`config.mk`:
```
export PLATFORM = sky130hd
export DESIGN_NAME = directional_occupancy_controller
export DESIGN_NICKNAME = d
export VERILOG_FILES = /design/src/hw/rtl/doc_pkg.sv /design/src/hw/rtl/directional_occupancy_controller.sv
export SDC_FILE = /design/constraint.sdc
export NUM_CORES = 1
export LEC_CHECK = 0
export BUFFER_PORTS_ARGS = -buffer_cell sky130_fd_sc_hd__buf_2
export CAP_MARGIN = 30
export CORE_UTILIZATION = 40
export CTS_CLUSTER_SIZE = 8
export DETAILED_ROUTE_END_ITERATION = 16
export SETUP_SLACK_MARGIN = 0.1
export SYNTH_ARGS = -nofsm -noshare
export SYNTH_HDL_FRONTEND = slang
export SYNTH_SLANG_ARGS = --single-unit
```
`constraint.sdc`:
```
create_clock -name aclk -period 8 [get_ports aclk]
set_clock_uncertainty 0.2 [all_clocks]
set_input_delay 1.6 -clock aclk [delete_from_list [all_inputs] [get_ports aclk]]
set_output_delay 1.6 -clock aclk [all_outputs]
set_load 0.1 [all_outputs]
```
`src/hw/rtl/doc_pkg.sv`:
```
// ----------------------------------------------------------------------------
// doc_pkg: shared types and constants
// Command codes, order machine states, register indexes and stream widths
// of the directional occupancy controller.
// ----------------------------------------------------------------------------
package doc_pkg;

    // Stream payload widths
    localparam int ECHO_W   = 20;
    localparam int CMD_W    = 3;
    localparam int OCC_W    = 8;
    localparam int S_DATA_W = 48;   // 43 payload bits padded to bytes
    localparam int M_DATA_W = 16;   // 12 payload bits padded to bytes

    // Configuration port
    localparam int CFG_IDX_W  = 2;
    localparam int CFG_DATA_W = 10;
    localparam int THR_W      = 10;
    localparam int TMO_W      = 5;
    localparam int LIMIT_W    = 16; // threshold times 58

    localparam logic [CFG_IDX_W-1:0] REG_NEAR_THRESHOLD = 2'd0;
    localparam logic [CFG_IDX_W-1:0] REG_INSIDE_TIMEOUT = 2'd1;
    localparam logic [CFG_IDX_W-1:0] REG_PENDING_TIMEOUT = 2'd2;

    localparam logic [LIMIT_W-1:0] NEAR_LIMIT_RESET = 16'd580;  // 10 cm
    localparam logic [TMO_W-1:0]   INSIDE_TMO_RESET = 5'd5;
    localparam logic [TMO_W-1:0]   PENDING_TMO_RESET = 5'd20;
    localparam logic [TMO_W-1:0]   PENDING_SAT = 5'd31;

    typedef enum logic [CMD_W-1:0] {
        CMD_NONE      = 3'd0,
        CMD_ALL_ON    = 3'd1,
        CMD_ALL_OFF   = 3'd2,
        CMD_LIGHT_ON  = 3'd3,
        CMD_LIGHT_OFF = 3'd4,
        CMD_FAN_ON    = 3'd5,
        CMD_FAN_OFF   = 3'd6
    } cmd_t;

    typedef enum logic [1:0] {
        ORD_EMPTY = 2'd0,   // no trigger pending
        ORD_IN    = 2'd1,   // inside sensor fired first
        ORD_OUT   = 2'd2,   // outside sensor fired first
        ORD_HELD  = 2'd3    // inside then outside at zero occupancy
    } ord_t;

endpackage

```
`src/hw/rtl/directional_occupancy_controller.sv`:
```
// ----------------------------------------------------------------------------
// directional_occupancy_controller: two-sensor room occupancy and drives
// Counts entries and exits from a pair of ultrasonic sensors and drives the
// light and fan from manual commands and occupancy.
// ----------------------------------------------------------------------------
// Usage:
//   s_ channel: one request per sensor tick, carrying both echo widths in
//   microseconds and a command code. m_ channel: one result per request,
//   carrying the occupancy after the tick, the light and fan drives and the
//   entry and exit flags of that tick.
//   Path: a request accepted into the input stage moves on to the result stage,
//   which drives m_tdata (two registers: input stage, result stage).
//   Throughput: one request per cycle while m_tready is high; the order machine,
//   counter and drive logic settle in the single combinational pass between the two stages.
//   Stall: when m_tready stays low the result holds, the input stage keeps
//   one more request, and s_tready then drops until the result is taken.
//   Reset (aresetn low, synchronous): both stages empty, occupancy zero,
//   drives off, order machine empty, registers back to 10 cm, 5 and 20 ticks.
//   Configuration writes take effect at once; write only while idle.
//   The distance test compares the echo against threshold*58, kept in a
//   register computed at write time, so no divider is needed.
// ----------------------------------------------------------------------------
module directional_occupancy_controller #(
    parameter int COUNT_MAX   = 255,
    parameter int ECHO_MAX_US = 1000000
) (
    input  logic                              aclk,
    input  logic                              aresetn,
    // request: [19:0] inside_echo_us, [39:20] outside_echo_us, [42:40] command
    input  logic [doc_pkg::S_DATA_W-1:0]      s_tdata,
    input  logic                              s_tvalid,
    output logic                              s_tready,
    // result: [7:0] occupancy, [8] light_on, [9] fan_on, [10] entry_event,
    //         [11] exit_event
    output logic [doc_pkg::M_DATA_W-1:0]      m_tdata,
    output logic                              m_tvalid,
    input  logic                              m_tready,
    input  logic                              cfg_wr_en,
    input  logic [doc_pkg::CFG_IDX_W-1:0]     cfg_index,
    input  logic [doc_pkg::CFG_DATA_W-1:0]    cfg_wdata
);
    import doc_pkg::*;

    localparam int CNT_W = $clog2(COUNT_MAX + 1);
    localparam logic [CNT_W-1:0]  CNT_TOP  = CNT_W'(COUNT_MAX);
    localparam logic [ECHO_W-1:0] ECHO_TOP = ECHO_W'(ECHO_MAX_US);

    // Configuration
    logic [LIMIT_W-1:0] near_limit_reg;
    logic [TMO_W-1:0]   inside_tmo_reg;
    logic [TMO_W-1:0]   pending_tmo_reg;
    logic [LIMIT_W-1:0] thr_times_58;

    // Input stage
    logic              in_valid_reg;
    logic [ECHO_W-1:0] in_inside_reg;
    logic [ECHO_W-1:0] in_outside_reg;
    cmd_t              in_cmd_reg;

    // Block state
    ord_t             ord_reg, ord_next, ord_stepped;
    logic [TMO_W-1:0] pending_reg, pending_next;
    logic [CNT_W-1:0] count_reg, count_next;
    logic             light_reg, light_next;
    logic             fan_reg, fan_next;
    logic             light_mark_reg, light_mark_next;
    logic             fan_mark_reg, fan_mark_next;
    logic             manual_off_reg, manual_off_next;

    // Result stage
    logic             m_valid_reg;
    logic [OCC_W-1:0] occ_reg;
    logic             light_out_reg;
    logic             fan_out_reg;
    logic             entry_reg, entry_next;
    logic             exit_reg, exit_next;

    logic move;
    logic in_near, out_near;
    logic cmd_light, cmd_fan, cmd_lmark, cmd_fmark, cmd_moff;

    // Advance the input stage into the result stage when the result slot frees
    assign move     = in_valid_reg && (!m_valid_reg || m_tready);
    assign s_tready = !in_valid_reg || move;

    // threshold*58 = t*32 + t*16 + t*8 + t*2
    assign thr_times_58 = (LIMIT_W'(cfg_wdata) << 5) + (LIMIT_W'(cfg_wdata) << 4)
                        + (LIMIT_W'(cfg_wdata) << 3) + (LIMIT_W'(cfg_wdata) << 1);

    always_ff @(posedge aclk) begin
        if (!aresetn) begin
            near_limit_reg  <= NEAR_LIMIT_RESET;
            inside_tmo_reg  <= INSIDE_TMO_RESET;
            pending_tmo_reg <= PENDING_TMO_RESET;
        end else if (cfg_wr_en) begin
            case (cfg_index)
                REG_NEAR_THRESHOLD:  near_limit_reg  <= thr_times_58;
                REG_INSIDE_TIMEOUT:  inside_tmo_reg  <= cfg_wdata[TMO_W-1:0];
                REG_PENDING_TIMEOUT: pending_tmo_reg <= cfg_wdata[TMO_W-1:0];
                default: ;
            endcase
        end
    end

    // Input stage: hold the request until it moves on
    always_ff @(posedge aclk) begin
        if (!aresetn) begin
            in_valid_reg <= 1'b0;
        end else if (s_tready) begin
            in_valid_reg <= s_tvalid;
        end
    end

    always_ff @(posedge aclk) begin
        if (s_tready && s_tvalid) begin
            in_inside_reg  <= s_tdata[ECHO_W-1:0];
            in_outside_reg <= s_tdata[2*ECHO_W-1:ECHO_W];
            in_cmd_reg     <= cmd_t'(s_tdata[2*ECHO_W+CMD_W-1:2*ECHO_W]);
        end
    end

    // Over-range echoes read as zero, which is near like any short echo
    assign in_near  = ((in_inside_reg > ECHO_TOP) ? '0 : in_inside_reg)
                    < ECHO_W'(near_limit_reg);
    assign out_near = ((in_outside_reg > ECHO_TOP) ? '0 : in_outside_reg)
                    < ECHO_W'(near_limit_reg);

    // Manual command, applied before the sensors
    always_comb begin
        cmd_light = light_reg;
        cmd_fan   = fan_reg;
        cmd_lmark = light_mark_reg;
        cmd_fmark = fan_mark_reg;
        cmd_moff  = manual_off_reg;
        case (in_cmd_reg)
            CMD_ALL_ON: begin
                cmd_light = 1'b1;
                cmd_fan   = 1'b1;
                cmd_moff  = 1'b0;
            end
            CMD_ALL_OFF: begin
                cmd_light = 1'b0;
                cmd_fan   = 1'b0;
                cmd_moff  = 1'b1;
            end
            CMD_LIGHT_ON: begin
                cmd_lmark = 1'b1;
                cmd_moff  = 1'b0;
                cmd_light = 1'b1;
            end
            CMD_LIGHT_OFF: begin
                if (!fan_mark_reg) begin
                    cmd_moff = 1'b1;
                end
                cmd_lmark = 1'b0;
                cmd_light = 1'b0;
            end
            CMD_FAN_ON: begin
                cmd_moff  = 1'b0;
                cmd_fmark = 1'b1;
                cmd_fan   = 1'b1;
            end
            CMD_FAN_OFF: begin
                if (!light_mark_reg) begin
                    cmd_moff = 1'b1;
                end
                cmd_fmark = 1'b0;
                cmd_fan   = 1'b0;
            end
            default: ;
        endcase
    end

    // Order machine: next state, then the timeout drops
    always_comb begin
        ord_stepped = ord_reg;
        case (ord_reg)
            ORD_EMPTY: begin
                if (in_near) begin
                    ord_stepped = ORD_IN;
                end else if (out_near) begin
                    ord_stepped = ORD_OUT;
                end
            end
            ORD_IN: begin
                if (out_near) begin
                    ord_stepped = (count_reg != '0) ? ORD_EMPTY : ORD_HELD;
                end
            end
            ORD_OUT: begin
                if (in_near) begin
                    ord_stepped = ORD_EMPTY;
                end
            end
            ORD_HELD: begin
                if (out_near) begin
                    ord_stepped = ORD_EMPTY;
                end
            end
            default: ord_stepped = ORD_EMPTY;
        endcase

        ord_next = ord_stepped;
        if (pending_reg > pending_tmo_reg && ord_stepped != ORD_HELD) begin
            ord_next = ORD_EMPTY;
        end
        if (ord_stepped == ORD_IN && pending_reg > inside_tmo_reg) begin
            ord_next = ORD_EMPTY;
        end
    end

    // Order machine outputs: counter, events, pending age
    always_comb begin
        count_next = count_reg;
        entry_next = 1'b0;
        exit_next  = 1'b0;
        case (ord_reg)
            ORD_IN: begin
                if (out_near && count_reg != '0) begin
                    count_next = count_reg - 1'b1;
                    exit_next  = 1'b1;
                end
            end
            ORD_OUT: begin
                if (in_near) begin
                    if (count_reg < CNT_TOP) begin
                        count_next = count_reg + 1'b1;
                    end
                    entry_next = 1'b1;
                end
            end
            default: ;
        endcase

        if (ord_next == ORD_IN || ord_next == ORD_OUT) begin
            pending_next = (pending_reg == PENDING_SAT) ? pending_reg : pending_reg + 1'b1;
        end else begin
            pending_next = '0;
        end
    end

    // Automatic drive rule on the updated count
    always_comb begin
        light_next      = cmd_light;
        fan_next        = cmd_fan;
        light_mark_next = cmd_lmark;
        fan_mark_next   = cmd_fmark;
        manual_off_next = cmd_moff;
        if (count_next != '0 && !cmd_fmark && !cmd_lmark && !cmd_moff) begin
            light_next      = 1'b1;
            light_mark_next = 1'b1;
            fan_next        = 1'b1;
            fan_mark_next   = 1'b1;
        end else if (count_next == '0) begin
            light_next      = 1'b0;
            light_mark_next = 1'b0;
            fan_next        = 1'b0;
            fan_mark_next   = 1'b0;
        end
    end

    // Commit state only when the request moves into the result stage
    always_ff @(posedge aclk) begin
        if (!aresetn) begin
            ord_reg        <= ORD_EMPTY;
            pending_reg    <= '0;
            count_reg      <= '0;
            light_reg      <= 1'b0;
            fan_reg        <= 1'b0;
            light_mark_reg <= 1'b0;
            fan_mark_reg   <= 1'b0;
            manual_off_reg <= 1'b0;
        end else if (move) begin
            ord_reg        <= ord_next;
            pending_reg    <= pending_next;
            count_reg      <= count_next;
            light_reg      <= light_next;
            fan_reg        <= fan_next;
            light_mark_reg <= light_mark_next;
            fan_mark_reg   <= fan_mark_next;
            manual_off_reg <= manual_off_next;
        end
    end

    // Result stage
    always_ff @(posedge aclk) begin
        if (!aresetn) begin
            m_valid_reg <= 1'b0;
        end else if (move) begin
            m_valid_reg <= 1'b1;
        end else if (m_tready) begin
            m_valid_reg <= 1'b0;
        end
    end

    always_ff @(posedge aclk) begin
        if (move) begin
            occ_reg       <= OCC_W'(count_next);
            light_out_reg <= light_next;
            fan_out_reg   <= fan_next;
            entry_reg     <= entry_next;
            exit_reg      <= exit_next;
        end
    end

    assign m_tvalid = m_valid_reg;
    assign m_tdata  = {4'b0000, exit_reg, entry_reg, fan_out_reg, light_out_reg, occ_reg};

`ifndef SYNTHESIS
    // An entry and an exit never land on the same tick
    a_one_event: assert property (@(posedge aclk) disable iff (!aresetn)
        m_valid_reg |-> !(entry_reg && exit_reg))
        else $error("entry and exit flagged together");

    // The held order only exists at zero occupancy
    a_held_empty: assert property (@(posedge aclk) disable iff (!aresetn)
        (ord_reg == ORD_HELD) |-> (count_reg == '0))
        else $error("held order with nonzero occupancy");

    // The pending age runs only while a single trigger is pending
    a_pending_age: assert property (@(posedge aclk) disable iff (!aresetn)
        (pending_reg != '0) |-> (ord_reg == ORD_IN || ord_reg == ORD_OUT))
        else $error("pending age without a pending trigger");

    // Occupancy changes only when a request moves into the result stage
    a_count_hold: assert property (@(posedge aclk) disable iff (!aresetn)
        !move |=> $stable(count_reg))
        else $error("occupancy changed without a request");
`endif

endmodule
```
==> results of run 1 <==
[final cells by class]
cell class	count	area (µm²)	share of cell area, %
flip-flops and latches	102	2590	34.8
repair buffers	77	408	5.48
multi-input cells	492	3670	49.4
clock inverters	7	73.8	0.992
clock buffers	9	225	3.03
inverters	53	199	2.67
well taps	216	270	3.63
[power by group]
group	switching [mW]	internal (mW)	leakage [nW]
clock network	0.216	0.222	0.148
registers	0.0180	0.582	0.918
logic	0.183	0.120	1.94
[layer usage]
metal	track usage [%]	part of all wire, %	vias up
met4	7.17	2.5	0
met5	0	0	-
met2	30.4	49	126
li1	-	-	2516
met1	21.4	44	2310
met3	3.66	4.5	30
[Yosys cell counts, drive strengths merged (10+ instances only)]
cell type / count / area [µm²]
clkbuf: 22 / 82.6
edfxtp: 55 / 1650
mux2i: 12 / 120
nand2: 63 / 239
a21oi: 27 / 135
nor3: 10 / 50.1
o21ai: 30 / 150
and2: 33 / 206
fa: 17 / 340
nor3b: 12 / 101
ha: 63 / 788
nor2b: 20 / 125
inv: 52 / 195
dfxtp: 47 / 941
a21boi: 10 / 75.1
nor2: 40 / 166
nand3: 20 / 105
[cells by family after synthesis]
logic type	share of synthesized area, %
buf+inv	5.25
compound gates	14.1
flops	39.3
other cells	0.0568
xor+xnor	1.19
simple gates	21.0
mux	1.82
fa+ha+maj	17.3
[tightest hold or removal path, delay by kind of cell, from the launching register on]
kind	cells	cell delay, ns
flip-flops	1	0.32
AO/OA/AOI/OAI	1	0.06
AND/OR/NAND/NOR	1	0.05
[path summary, 6_finish.rpt]
kind | from | to | slack [ns]
setup / recovery | in_outside_reg[1] | fan_out_reg | 2.40
hold reg to reg | near_limit_reg[7] | near_limit_reg[7] | 0.28
setup reg to reg | in_outside_reg[1] | fan_out_reg | 2.40
hold / removal | near_limit_reg[7] | near_limit_reg[7] | 0.28
==> flow_metrics.tcl, run 1 <==
set metrics [dict create \
    syn_avg_cell_area_um2 9.78 \
    vias 4982 \
    cp.arrival_ns 5.53 \
    cts-root-buf "clkbuf_16" \
    row_count 46 \
    clockBufferDepth 2 \
    first_iter_violations 224 \
    fin_tns_setup_ns 0 \
    post_cts_buffers 0 \
    gp_congestion 0.862 \
    final_common_cell "buf_2" \
    yosys_warnings 0 \
    globalRouteOverflowTotal 0 \
    start_util_pct 41.2 \
    clk_pin_slew_ns 0.08 \
    async_flop_share_pct 0 \
    synth_cells 675 \
    clkSinkCount 102 \
    ys_ff_latch 102 \
    max_freq_mhz 178 \
    cp.required_ns 7.92 \
    drt_pass1_iterations 5 \
    hold_viol_final 0 \
    dp_slack_ns 2.46 \
    io_buffers 73 \
    instances_no_fill 956 \
    antennaDiodeCount 0 \
    synth_edf_count 55 \
    ctsHoldBuffers 0 \
    cpPeakStageDelay_ns 0.79 \
    power_density_nw_per_um2 180 \
    ant_nets 0 \
    ir_drop_v 0.000161 \
    holdCritPathClass "reg -> reg" \
    whs_ns 0.279 \
    maxCapViolCount 0 \
    grt_max_degree 52 \
    crit_fanout 12 \
    worst_path_max_delay_cell "o41ai_2" \
    tightest_slew_ns 0.974 \
    p_total_mw 1.34 \
    dieArea_um2 17000 \
    crit_family "compound AO/OA/AOI/OAI gates" \
    ctsHtreeMaxLevel 3 \
    route.detailed.drc 0 \
    startpoint_type "flip-flop" \
    die_x_um 130 \
    finalCriticalPeriod_ns 5.60 \
    most-common-layout-cells "buf_2, ha_1, nand2_1" \
    dp.cells 939 \
    drt_wl_total_um 13900 \
    yosys.cell_types.count 70 \
    nNetsFinal 880 \
    drive_gt1_share_pct 15.1 \
    numCtsBuffers 9 \
    antenna_found_initial 0 \
    hold_depth 2 \
    worst_setup_path_end_kind "flip-flop" \
    path_cells "nor4b_1 -> a31oi_1 -> o41ai_2 -> and2_1 -> ha_1 -> o2111ai_1 -> nor2_1 -> o2bb2ai_1 -> a2111oi_4 -> nand2_2 -> o41ai_2 -> a21boi_1 -> or4_4 -> and4bb_4 -> nor2_1" \
    rsz0062_at_grt "no" \
    setup_slack_ns 2.40 \
    core_um2 16000 \
    finalCritPeriodShare_pct 70.0 \
    grt_usage_pct 17.6 \
    io_pins 83 \
    ff2ff_path_depth 15 \
    cts_tree "built" \
    via_per_inst 5.21 \
    synthesis.area_um2 6600 \
    final_cell_area_um2 7440 \
    grt_pass1_vias 4953 \
    wl_per_cell_um 14.5 \
    placed_cell_area_um2 7120 \
    hpwl_um 10700 \
    clock_latency_ns 0.36 \
    maxSlewHeadroom_pct 34.3 \
    crit_type "reg -> reg" \
    finalMaxSlewViolations 0 \
    p_leak_nw 3.00 \
    cp_num_buf_inv 0 \
    ys_dominant_reg_cell "edfxtp_1" \
    setup_violations 0 \
    die_h_um 130 \
    ys_seq_area_share_pct 39.3 \
    fin_util_pct 46.5 \
    crit_cells 15 \
    cts_resized 0 \
    syn_to_final_growth_pct 12.8 \
    outcome "finished clean" \
    fill_cells 1542 \
    grt_pass1_wl_um 23300 \
]
(Power assumes the default switching activity.)
==> run 2, diff against run 1 <==
==> constraint.sdc (replaced) <==
create_clock -name aclk -period 4.5 [get_ports aclk]
set_clock_uncertainty 0.2 [all_clocks]
set_input_delay 0.9 -clock aclk [delete_from_list [all_inputs] [get_ports aclk]]
set_output_delay 0.9 -clock aclk [all_outputs]
set_load 0.1 [all_outputs]
==> flow_metrics.tcl, run 2 (synthesis gave the netlist of run 1 again) <==
set metrics [dict create \
    outcome "finished clean" \
    clkSinkCount 102 \
    drive_gt1_share_pct 22.2 \
    cp.arrival_ns 4.34 \
    maxSlewHeadroom_pct 40.7 \
    syn_to_final_growth_pct 19.4 \
    ant_nets 0 \
    grt_pass1_wl_um 23900 \
    core_um2 16000 \
    max_freq_mhz 226 \
    placed_cell_area_um2 7310 \
    gp_congestion 0.913 \
    final_common_cell "buf_2" \
    vias 5104 \
    cpPeakStageDelay_ns 0.55 \
    hold_viol_final 0 \
    nNetsFinal 905 \
    finalCritPeriodShare_pct 98.5 \
    finalMaxSlewViolations 0 \
    start_util_pct 41.2 \
    grt_usage_pct 18.3 \
    most-common-layout-cells "buf_2, nand2_1, ha_1" \
    setup_violations 0 \
    ctsHtreeMaxLevel 3 \
    antennaDiodeCount 0 \
    clock_latency_ns 0.35 \
    die_x_um 130 \
    cp_num_buf_inv 1 \
    maxCapViolCount 0 \
    crit_family "simple AND/OR/NAND/NOR gates" \
    io_buffers 73 \
    rsz0062_at_grt "yes" \
    final_cell_area_um2 7880 \
    via_per_inst 5.20 \
    holdCritPathClass "reg -> reg" \
    cts-root-buf "clkbuf_16" \
    crit_type "reg -> reg" \
    drt_wl_total_um 14400 \
    cp.required_ns 4.41 \
    fin_util_pct 49.3 \
    power_density_nw_per_um2 312 \
    p_leak_nw 3.18 \
    drt_pass1_iterations 5 \
    worst_path_max_delay_cell "or4_4" \
    crit_fanout 8 \
    hpwl_um 11100 \
    route.detailed.drc 0 \
    io_pins 83 \
    row_count 46 \
    ir_drop_v 0.000251 \
    antenna_found_initial 0 \
    finalCriticalPeriod_ns 4.43 \
    first_iter_violations 221 \
    clk_pin_slew_ns 0.07 \
    die_h_um 130 \
    tightest_slew_ns 0.889 \
    path_cells "or3_4 -> o41ai_4 -> buf_4 -> and2_4 -> ha_4 -> a21oi_2 -> o21ai_1 -> o2bb2ai_2 -> a2111oi_4 -> nand2_2 -> o41ai_2 -> a21boi_1 -> or4_4 -> and4bb_4 -> nor2_1" \
    grt_pass1_vias 5033 \
    worst_setup_path_end_kind "flip-flop" \
    cts_tree "built" \
    globalRouteOverflowTotal 0 \
    numCtsBuffers 9 \
    grt_max_degree 51 \
    dieArea_um2 17000 \
    wl_per_cell_um 14.7 \
    startpoint_type "flip-flop" \
    clockBufferDepth 2 \
]
-- run 2: cell types whose count changed in the layout (fill, tap and decap cells not counted), sizes merged --
cell    change
clkbuf      +3
buf        +25
inv         -3
-- run 2: repair_timing --
action                                  4_1_cts  5_1_grt
hold endpoints to repair                      0        0
gates resized for setup                      26       13
buffers inserted                              0        1
cloned                                        0        1
hold buffers                                  0        0
pin swaps                                     5        2
endpoints found under the setup margin       10       19
-- run 2: layer usage --
| metal | global-route usage [%] | share of wire, % | vias up |
|---|---|---|---|
| li1 | - | - | 2561 |
| met1 | 22.4 | 44 | 2417 |
| met2 | 31.8 | 50 | 104 |
| met3 | 4.07 | 3.6 | 22 |
| met4 | 5.88 | 1.9 | 0 |
| met5 | 0 | 0 | - |
-- run 2: layout make-up --
type	instances	area [µm²]
Clock buffer	12	289
Clock inverter	4	31.3
Fill cell	1527	8120
Inverter	53	199
Multi-Input combinational cell	492	3900
Sequential cell	102	2590
Tap cell	216	270
Timing Repair Buffer	102	597
-- run 2: tightest hold or removal path, delay by kind of cell (launching register included) --
family / cells / cell delay, ns
flops: 1 / 0.31
compound gates: 1 / 0.06
simple gates: 1 / 0.05
-- run 2: metrics by stage --
| step | std cells | power (mW) | TNS [ns] | hold WS, ns | worst slack (ns) |
|---|---|---|---|---|---|
| 2_1_floorplan | 678 | 1.49 | 0 | 0.241 | 0.112 |
| 3_3_place_gp | 962 | 1.63 | -0.139 | 0.259 | -0.0714 |
| 3_5_place_dp | 962 | 1.64 | -0.163 | 0.257 | -0.0691 |
| 4_1_cts | 978 | 2.48 | 0 | 0.266 | 0.0821 |
| 5_1_grt | 981 | 2.60 | -0.968 | 0.301 | -0.173 |
| 6_report | 981 | 2.46 | 0 | 0.266 | 0.0665 |
-- run 2: power breakdown --
group	switching [mW]	total (mW)	internal [mW]
registers	0.0328	1.07	1.04
clock network	0.339	0.800	0.461
logic	0.343	0.587	0.244
-- run 2: worst paths after layout --
check	start	endpoint	slack, ns	cells after the start
worst max-delay path	in_outside_reg[13]	fan_out_reg	0.07	15
worst min-delay path	near_limit_reg[3]	near_limit_reg[3]	0.27	2
worst max register to register	in_outside_reg[13]	fan_out_reg	0.07	15
worst min register to register	near_limit_reg[3]	near_limit_reg[3]	0.27	2
